### config.mk
export PLATFORM = sky130hd
export DESIGN_NAME = sms_seq
export DESIGN_NICKNAME = d
export VERILOG_FILES = /design/src/sv/sms_pkg.sv /design/src/sv/sms_seq.sv
export SDC_FILE = /design/constraint.sdc
export NUM_CORES = 1
export LEC_CHECK = 0
export BUFFER_PORTS_ARGS = -buffer_cell sky130_fd_sc_hd__buf_4
export CELL_PAD_IN_SITES_DETAIL_PLACEMENT = 2
export CELL_PAD_IN_SITES_GLOBAL_PLACEMENT = 2
export CORE_MARGIN = 4
export CORE_UTILIZATION = 32
export DETAILED_ROUTE_END_ITERATION = 16
export PLACE_DENSITY_LB_ADDON = 0.1
export SYNTH_ARGS = -nofsm -noshare
export SYNTH_HDL_FRONTEND = slang
export SYNTH_SLANG_ARGS = --single-unit
### constraint.sdc
create_clock -name clk -period 8.2 [get_ports clk]
set_input_delay 1.23 -clock clk [delete_from_list [all_inputs] [get_ports clk]]
set_output_delay 1.23 -clock clk [all_outputs]
set_load 0.1 [all_outputs]
### src/sv/sms_pkg.sv
// ----------------------------------------------------------------------------
// sms_pkg: shared types and constants for the sorted matrix search block
// Request and result structs, RAM port bundle, sizes and codes.
// ----------------------------------------------------------------------------
package sms_pkg;

	// matrix geometry
	localparam int MAX_ROWS = 32;
	localparam int MAX_COLS = 32;
	localparam int DEPTH    = MAX_ROWS * MAX_COLS;

	localparam int ROW_W  = $clog2(MAX_ROWS);     // row number
	localparam int COL_W  = $clog2(MAX_COLS);     // column number
	localparam int RCNT_W = $clog2(MAX_ROWS + 1); // row count 0..MAX_ROWS
	localparam int CCNT_W = $clog2(MAX_COLS + 1); // column count 0..MAX_COLS
	localparam int ADDR_W = $clog2(DEPTH);
	localparam int DATA_W = 32;

	// configuration registers
	localparam int CFG_W = 6;
	localparam int CFG_IDX_W = 1;
	localparam logic [CFG_IDX_W-1:0] REG_ROWS_IN_USE = 1'd0;
	localparam logic [CFG_IDX_W-1:0] REG_COLS_IN_USE = 1'd1;
	localparam logic [CFG_W-1:0] CFG_RESET = 6'd32;

	// request codes
	localparam logic FUNC_WRITE  = 1'b0;
	localparam logic FUNC_SEARCH = 1'b1;

	typedef struct packed {
		logic               func;
		logic [4:0]         row_sel;
		logic [4:0]         col_sel;
		logic signed [31:0] entry_value;
		logic signed [31:0] search_key;
	} req_t;

	typedef struct packed {
		logic       found;
		logic [5:0] row_index;
		logic [4:0] col_index;
	} rsp_t;

	typedef struct packed {
		logic              we;
		logic [ADDR_W-1:0] waddr;
		logic [DATA_W-1:0] wdata;
		logic              re;
		logic [ADDR_W-1:0] raddr;
	} ram_req_t;

	// linear address of one matrix entry
	function automatic logic [ADDR_W-1:0] cell_addr(input logic [ROW_W-1:0] row,
			input logic [COL_W-1:0] col);
		return ADDR_W'(ADDR_W'(row) * ADDR_W'(MAX_COLS) + ADDR_W'(col));
	endfunction

endpackage

### src/sv/sms_seq.sv
// ----------------------------------------------------------------------------
// sms_seq: request sequencer
// Performs entry writes and, for a search, the last-column lower-bound
// search followed by the in-row exact search, one RAM probe per cycle.
// ----------------------------------------------------------------------------
module sms_seq
	import sms_pkg::*;
(
	input  logic              clk,
	input  logic              arst_n,
	input  logic              req_valid,
	output logic              req_stall,
	input  req_t              req,
	input  logic [RCNT_W-1:0] rows,
	input  logic [COL_W-1:0]  last_col,
	output ram_req_t          ram,
	input  logic [DATA_W-1:0] rd_data,
	output logic              res_valid,
	input  logic              res_stall,
	output rsp_t              res
);

	typedef enum logic [1:0] {S_IDLE, S_ROW, S_COL, S_DONE} state_t;

	state_t              state_q;
	logic signed [31:0]  key_q;
	logic [RCNT_W-1:0]   rows_q;
	logic [COL_W-1:0]    last_q;
	logic [RCNT_W-1:0]   lo_q, hi_q;
	logic [ROW_W-1:0]    mid_q;
	logic [ROW_W-1:0]    row_q;
	logic [COL_W-1:0]    clo_q, chi_q, cmid_q;
	rsp_t                res_q;

	logic                accept;
	logic                rd_lt, rd_eq;
	logic [RCNT_W-1:0]   nlo, nhi;
	logic                row_more, row_hit;
	logic [ROW_W-1:0]    nmid, mid0;
	logic [COL_W-1:0]    cmid0;
	logic [COL_W-1:0]    nclo, nchi, ncmid;
	logic                col_end;

	assign accept    = req_valid && !req_stall;
	assign req_stall = (state_q != S_IDLE);
	assign res_valid = (state_q == S_DONE);
	assign res       = res_q;

	assign rd_lt = $signed(rd_data) < key_q;
	assign rd_eq = $signed(rd_data) == key_q;

	// row search step: last[mid] < key moves lo up, else hi down
	always_comb begin
		nlo = rd_lt ? RCNT_W'(RCNT_W'(mid_q) + 1'b1) : lo_q;
		nhi = rd_lt ? hi_q : RCNT_W'(mid_q);
		row_more = nlo < nhi;
		nmid = ROW_W'(((RCNT_W+1)'(nlo) + (RCNT_W+1)'(nhi)) >> 1);
		row_hit = nlo < rows_q;
		mid0 = ROW_W'(rows >> 1);
		cmid0 = last_q >> 1;
	end

	// column search step; range empties when mid meets the moving bound
	always_comb begin
		nclo = clo_q;
		nchi = chi_q;
		col_end = 1'b0;
		if (rd_eq) begin
			col_end = 1'b1;
		end else if (rd_lt) begin
			col_end = (cmid_q == chi_q);
			nclo = COL_W'(cmid_q + 1'b1);
		end else begin
			col_end = (cmid_q == clo_q);
			nchi = COL_W'(cmid_q - 1'b1);
		end
		ncmid = COL_W'(((COL_W+1)'(nclo) + (COL_W+1)'(nchi)) >> 1);
	end

	// RAM requests
	always_comb begin
		ram = '0;
		case (state_q)
			S_IDLE: begin
				if (accept && req.func == FUNC_WRITE) begin
					ram.we = (32'(req.row_sel) < 32'(MAX_ROWS))
						&& (32'(req.col_sel) < 32'(MAX_COLS));
					ram.waddr = cell_addr(ROW_W'(req.row_sel), COL_W'(req.col_sel));
					ram.wdata = req.entry_value;
				end else if (accept) begin
					ram.re = 1'b1;
					ram.raddr = cell_addr(mid0, last_col);
				end
			end
			S_ROW: begin
				if (row_more) begin
					ram.re = 1'b1;
					ram.raddr = cell_addr(nmid, last_q);
				end else if (row_hit) begin
					ram.re = 1'b1;
					ram.raddr = cell_addr(ROW_W'(nlo), cmid0);
				end
			end
			S_COL: begin
				if (!col_end) begin
					ram.re = 1'b1;
					ram.raddr = cell_addr(row_q, ncmid);
				end
			end
			default: begin
			end
		endcase
	end

	always_ff @(posedge clk or negedge arst_n) begin
		if (!arst_n) begin
			state_q <= S_IDLE;
		end else begin
			case (state_q)
				S_IDLE: begin
					if (accept) begin
						key_q  <= req.search_key;
						rows_q <= rows;
						last_q <= last_col;
						lo_q   <= '0;
						hi_q   <= rows;
						mid_q  <= mid0;
						res_q  <= '0;
						state_q <= (req.func == FUNC_WRITE) ? S_DONE : S_ROW;
					end
				end
				S_ROW: begin
					lo_q <= nlo;
					hi_q <= nhi;
					mid_q <= nmid;
					if (!row_more) begin
						res_q.row_index <= 6'(nlo);
						row_q  <= ROW_W'(nlo);
						clo_q  <= '0;
						chi_q  <= last_q;
						cmid_q <= cmid0;
						state_q <= row_hit ? S_COL : S_DONE;
					end
				end
				S_COL: begin
					clo_q  <= nclo;
					chi_q  <= nchi;
					cmid_q <= ncmid;
					if (rd_eq) begin
						res_q.found <= 1'b1;
						res_q.col_index <= 5'(cmid_q);
					end
					if (col_end) begin
						state_q <= S_DONE;
					end
				end
				S_DONE: begin
					if (!res_stall) begin
						state_q <= S_IDLE;
					end
				end
				default: begin
					state_q <= S_IDLE;
				end
			endcase
		end
	end

endmodule

# Yosys cells after proc, flatten, opt, wreduce, memory -nomap -nowiden
# Index checks and enable logic that the tools add are counted.
# word_totals
elab_cells	97
inputBits	122
register_bits	94
out_inout_bits	68
# op_classes
mux	42
magnitude_cmp	3
add_sub_neg	10
bitwise_logic	2
eq_ne	11
reduce_logical	15
# op_table
operator	count
43-bit 2-to-1 mux	2
11-bit 2-to-1 mux	5
5-bit one-hot mux with 2 select lines	5
5-bit 2-to-1 mux	9
10-bit by 5-bit adder with 10-bit output	4
6-bit one-hot mux with 2 select lines	3
11-bit one-hot mux with 3 select lines	1
32-bit equality test	1
32-bit less-than comparator	1
6-bit 2-to-1 mux	5
6-bit less-than comparator	2
12-bit 2-to-1 mux	1
3-bit AND reduction	4
4-bit AND reduction	3
10-bit by 4-bit adder with 10-bit output	1
5-bit equality test	2
2-bit 2-to-1 mux	5
2-bit != test, second input constant	5
2-bit one-hot mux with 4 select lines	1
2-bit nonzero test	4
5-bit by 1-bit adder with 6-bit output, second input constant	1
5-bit by 5-bit adder with 6-bit output	1
6-bit adder	1
5-bit by 1-bit adder with 5-bit output, second input constant	1
other kinds (9)	15

# Longest topological paths before layout
# Gate-level depths: netlist of run 1.
# depth
depth_word	7
ltp_mapped	22
mapped_depth_nobuf	19

# Worst setup path before layout of run 1
# Ideal clock, no wire load.
# synth_path
path_type	input -> output
start	in rd_data[13]
end	out ram[5] (netlist bit)
stages	19
path_buffers	3
slack_ps	393
arrival_time_ps	6577
required_ps	6970
path_cell_list	ha_1 a21o_1 a21o_1 a221o_1 o31a_1 buf_6 o21ai_4 buf_4 clkbuf_1 mux2i_1 inv_1 ha_1 nand2b_1 nor2_1 o21ai_0 and4b_4 nor4_4 nand2_1 a31oi_1
# synth_lines
item	line	rtl
from (decl)	sms_seq.sv:17	input logic [DATA_W-1:0] rd_data,
to (decl)	sms_seq.sv:16	output ram_req_t ram,

==> impl_metrics.tcl, run 1 <==
set metrics [dict create \
    grt_max_degree 44 \
    r2r_start "key_q[31]" \
    gp_congestion 0.817 \
    setup_violations 0 \
    grt_pass1_vias 6272 \
    cts_buffers 9 \
    final_common_cell "buf_4" \
    final_net_count 977 \
    die_w_um 148 \
    numClockSinks 94 \
    worst_setup_path_end_kind "output pin" \
    dr_total_vias 5476 \
    worst-endpoint-required_ps 6970 \
    r2r_end "res[6]" \
    worstPathMaxFanout 10 \
    powerDensity_mw_per_mm2 375 \
    cp.arrival_ps 6170 \
    worstMarginPinSlew_ps 1320 \
    grt_pass1_wl_mm 34.2 \
    post_synth_num_cell_types 66 \
    r2r_slack_ps 3010 \
    synth_nets 798 \
    drtPass1Iterations 5 \
    synthesis.area_sq_mm 0.00630 \
    setup.worst_path.start "rd_data[31]" \
    hp-class "reg2reg" \
    rows 51 \
    cts_buffer_depth 2 \
    hold_end "state_q[0]" \
    crit_path_start_kind "input pin" \
    hpwlAfterDp_mm 17.3 \
    leakage_nw 3.66 \
    diodes 0 \
    drive_gt1_share_pct 28.8 \
    place_ws_ps 796 \
    status "complete, no violations" \
    synth_seq_area_share_pct 44.7 \
    rsz0062_at_grt "no" \
    synth_top_area_share_pct 43.9 \
    syn_inst 622 \
    syn2layout_area_growth_pct 31.3 \
    cts_hold_buffers 0 \
    finish.utilization_pct 42.6 \
    worst_slack_ps 804 \
    synth_top_area_cell "edfxtp_1" \
    dieArea_sq_mm 0.0220 \
    hold_viol 0 \
    synth_seq_cells 94 \
    core_sq_mm 0.0194 \
    n_fill_cell 2133 \
    drt_wl_total_mm 21.8 \
    ys_warn_count 0 \
    overflow 0 \
    synth_edf_count 92 \
    clock_latency_ps 350 \
    cap_viol_max_count 0 \
    hold_depth 1 \
    clock-root-buffer "clkbuf_16" \
    path_clk_slew_ps 70 \
    final_cell_mix "buf_4, edfxtp_1, inv_1" \
    fin_setup_tns_ps 0 \
    fmax_ghz 0.135 \
    slew_violations 0 \
    wl_per_cell_um 20.4 \
    die_y_um 148 \
    initial_core_util_pct 32.5 \
    async_flop_share_pct 2.13 \
    hold_start "state_q[0]" \
    fin_skew_ps 9.17 \
    holdWs_ps 615 \
    fin_crit_sh_pct 90.2 \
    synth.avg_cell_area_sq_um 10.1 \
    io_pins 190 \
    cts_resized 0 \
    post_cts_buffers 0 \
    worstRegToRegCells 16 \
    synthTopCellsByArea "edfxtp_1, ha_1, and2_1" \
    period_minus_slack_ps 7400 \
    drc_errors 0 \
    ant_nets 0 \
    htreeDepth 3 \
    ir_worst_vdd_mv 0.499 \
    max_slew_margin_pct 10.7 \
    port_buffers 189 \
    cts_tree "built" \
    vias_per_cell 5.12 \
    synthFlopType "edfxtp_1" \
    crit_type "in2out" \
    grt.total_usage_pct 19.7 \
    antenna_found_initial 0 \
    drtIter0Drc 253 \
]
## registers in the layout, indices dropped and copies added (netlist names)
name / flops
clo_q: 5
state_q: 2
lo_q: 6
hi_q: 6
row_q: 5
key_q: 32
rows_q: 6
res: 12
last_q: 5
cmid_q: 5
mid_q: 5
chi_q: 5
## worst max path at each step
stage,endpoint,slack (ps),depth (start not counted)
after floorplan,ram[5],390,19
after global placement,ram[0],980,17
after detailed placement,ram[0],800,18
after CTS,ram[0],750,17
after global routing,ram[5],260,18
final,ram[0],800,18
## power by group
| part | internal, mW | switching, mW | total, mW |
|---|---|---|---|
| combinational | 0.546 | 1.33 | 1.88 |
| sequential | 0.685 | 0.0878 | 0.773 |
| clock | 0.264 | 0.187 | 0.452 |
## per-stage QoR
stage                     instance area, sq um  std cells  power, mW
after floorplan                           6300        622       2.15
after global placement                    7970       1055       2.61
after detailed placement                  7970       1055       2.66
after CTS                                 8270       1070       3.12
after global routing                      8270       1070       3.28
final                                     8270       1070       3.10
## layout make-up
class / count / area [sq um] / share of cell area [%]
Tap cell: 265 / 332 / 4.01
Timing Repair Buffer: 196 / 1470 / 17.8
Sequential cell: 94 / 2810 / 34.0
Multi-Input combinational cell: 435 / 3110 / 37.6
Inverter: 65 / 244 / 2.95
Clock inverter: 5 / 75.1 / 0.907
Clock buffer: 10 / 229 / 2.77
## cells in the mapped netlist, types with 13 or more instances
library cell,instances
clkbuf_1,22
mux2i_1,13
edfxtp_1,92
a21oi_1,36
xnor2_1,13
and2_1,60
nand2_1,43
ha_1,54
inv_1,65
nor2_1,42
o21ai_0,27
## kinds of logic (layout without fill, tap and decap cells)
group,Yosys count,count (layout),synth area share [%]
and+or+nand+nor,199,199,17.2
AOI/OAI and AO/OA,138,138,14.7
DFF,94,94,44.7
buffers and inverters,93,276,6.04
adders and majority gates,54,54,10.7
xor gates and xnor gates,22,22,3.06
muxes,22,22,3.67
## worst max-delay path: stages
cell and delay, ps:
buf_4 110, ha_1 400, nand4_2 200, nor3_1 80
a221oi_1 460, nand4b_1 330, o21ai_4 490, mux2i_1 540
inv_1 110, ha_1 280, nand2b_1 180, nor2_1 150
o21ai_0 120, and4b_4 270, nor4_4 400, a22oi_1 130
a21oi_1 320, buf_4 360
## layer usage
metal	GRT usage (%)	wire length, um	vias to the layer above
li1	-	-	2595
met1	25.5	9950	2697
met2	34.0	10500	171
met3	3.53	1170	13
met4	5.13	167	0
met5	0	0	-
Note: power is estimated with default switching activity, not from simulation.
==> run 2: changes to the inputs <==
==> config.mk (replaced) <==
export PLATFORM = sky130hd
export DESIGN_NAME = sms_seq
export DESIGN_NICKNAME = d
export VERILOG_FILES = /design/src/sv/sms_pkg.sv /design/src/sv/sms_seq.sv
export SDC_FILE = /design/constraint.sdc
export NUM_CORES = 1
export LEC_CHECK = 0
export BUFFER_PORTS_ARGS = -buffer_cell sky130_fd_sc_hd__buf_4
export CORE_MARGIN = 4
export CORE_UTILIZATION = 53
export CTS_CLUSTER_SIZE = 14
export DETAILED_ROUTE_END_ITERATION = 16
export PLACE_DENSITY = 0.82
export SYNTH_ARGS = -nofsm -noshare
export SYNTH_HDL_FRONTEND = slang
export SYNTH_SLANG_ARGS = --single-unit
==> run 2 against run 1 <==
Final cell count down 12%. Combinational power down 3%. Via count up 0.95%.
==> impl_metrics.tcl, run 2 (synthesis gave the netlist of run 1 again) <==
set metrics [dict create \
    status "complete, no violations" \
    wl_per_cell_um 18.9 \
    cap_viol_max_count 0 \
    hp-class "reg2reg" \
    fin_skew_ps 8.66 \
    final_cell_mix "buf_4, edfxtp_1, inv_1" \
    vias_per_cell 5.84 \
    slew_violations 0 \
    htreeDepth 3 \
    initial_core_util_pct 54.7 \
    worstMarginPinSlew_ps 1230 \
    fmax_ghz 0.138 \
    syn2layout_area_growth_pct 27.7 \
    max_flop_register "key_q" \
    drtPass1Iterations 5 \
    rows 39 \
    n_fill_cell 887 \
    holdWs_ps 619 \
    largest_reg_flops 32 \
    grt_pass1_wl_mm 27.5 \
    ant_nets 0 \
    crit_path_start_kind "input pin" \
    antenna_found_initial 0 \
    fin_crit_sh_pct 88.6 \
    numClockSinks 94 \
    diodes 0 \
    cts_tree "built" \
    cts_buffers 9 \
    worst_setup_path_end_kind "output pin" \
    drtIter0Drc 482 \
    worst-endpoint-required_ps 6970 \
    post_cts_buffers 0 \
    fin_setup_tns_ps 0 \
    setup_violations 0 \
    clock_latency_ps 340 \
    final_net_count 974 \
    powerDensity_mw_per_mm2 368 \
    crit_type "in2out" \
    ir_worst_vdd_mv 0.345 \
    core_sq_mm 0.0115 \
    port_buffers 189 \
    hold_viol 0 \
    gp_congestion 0.942 \
    cp.arrival_ps 6030 \
    io_pins 190 \
    leakage_nw 3.61 \
    path_clk_slew_ps 60 \
    period_minus_slack_ps 7260 \
    overflow 0 \
    clock-root-buffer "clkbuf_16" \
    cts_resized 0 \
    die_w_um 117 \
    drive_gt1_share_pct 27.9 \
    hpwlAfterDp_mm 14.1 \
    die_y_um 117 \
    dr_total_vias 5528 \
    cts_buffer_depth 2 \
    dieArea_sq_mm 0.0137 \
    final_common_cell "buf_4" \
    grt_max_degree 44 \
    cts_hold_buffers 0 \
    worstPathMaxFanout 17 \
    max_slew_margin_pct 17.8 \
    rsz0062_at_grt "no" \
    drt_wl_total_mm 17.8 \
    drc_errors 0 \
    grt_pass1_vias 5693 \
    p_total_mw 2.96 \
    grt.total_usage_pct 25.9 \
]
-- run 2: changes by cell type in the layout (fill, tap and decap cells not counted) --
cell / delta
clkinv_1: +3
buf_4: -3
bufinv_16: -2
clkinv_2: -3
clkbuf_1: +3
-- run 2: path summary, 6_finish.rpt --
path | cells after the start | start | slack (ps) | endpoint
worst min-delay path | 1 | state_q[0] | 620 | state_q[0]
max in group asynchronous | 1 | arst_n | 7410 | state_q[0]
worst max register to register | 17 | key_q[31] | 2930 | clo_q[2]
worst min register to register | 1 | state_q[0] | 620 | state_q[0]
min in group asynchronous | 1 | arst_n | 680 | state_q[1]
worst max-delay path | 16 | rd_data[31] | 940 | ram[3]
-- run 2: stage by stage --
step                      cell area (sq um)  cells  setup WS (ps)  utilization, %
after global routing                   8050    946            610            69.9
after global placement                 7790    930           1240            67.7
after floorplan                        6300    622            393               -
final                                  8050    946            939            69.9
after CTS                              8050    946           1040            69.9
after detailed placement               7790    930           1080            67.7
-- run 2: per-layer routing --
| layer | GRT usage, % | wire length, um |
|---|---|---|
| met5 | 0 | 0 |
| met4 | 10.2 | 522 |
| met3 | 5.14 | 1290 |
| met2 | 46.6 | 9080 |
| met1 | 30.1 | 6950 |
-- run 2: report_power, final --
| part | switching, mW | internal [mW] | leakage [nW] |
|---|---|---|---|
| registers | 0.0849 | 0.686 | 0.870 |
| clock network | 0.170 | 0.203 | 0.120 |
| logic | 1.28 | 0.539 | 2.62 |
| total | 1.53 | 1.43 | 3.61 |
-- run 2: worst max-delay path, stage by stage --
cell	delay, ps
buf_4	110
ha_1	400
nand4_2	200
nor3_1	80
a221oi_1	490
nand4b_1	340
o21ai_4	470
nand2_1	340
o21ai_0	380
ha_1	370
nor3b_1	180
a311o_1	320
a311o_1	340
a222oi_1	320
o22ai_1	180
buf_4	280
-- run 2: area by class of cell --
| type | instances | area [sq um] | area share (%) |
|---|---|---|---|
| multi-input combinational | 435 | 3110 | 38.6 |
| clock inverter | 3 | 11.3 | 0.140 |
| sequential | 94 | 2810 | 35.0 |
| clock buffer | 13 | 240 | 2.99 |
| inverter | 65 | 244 | 3.03 |
| timing repair buffer | 193 | 1450 | 18.0 |
| tap | 143 | 179 | 2.22 |
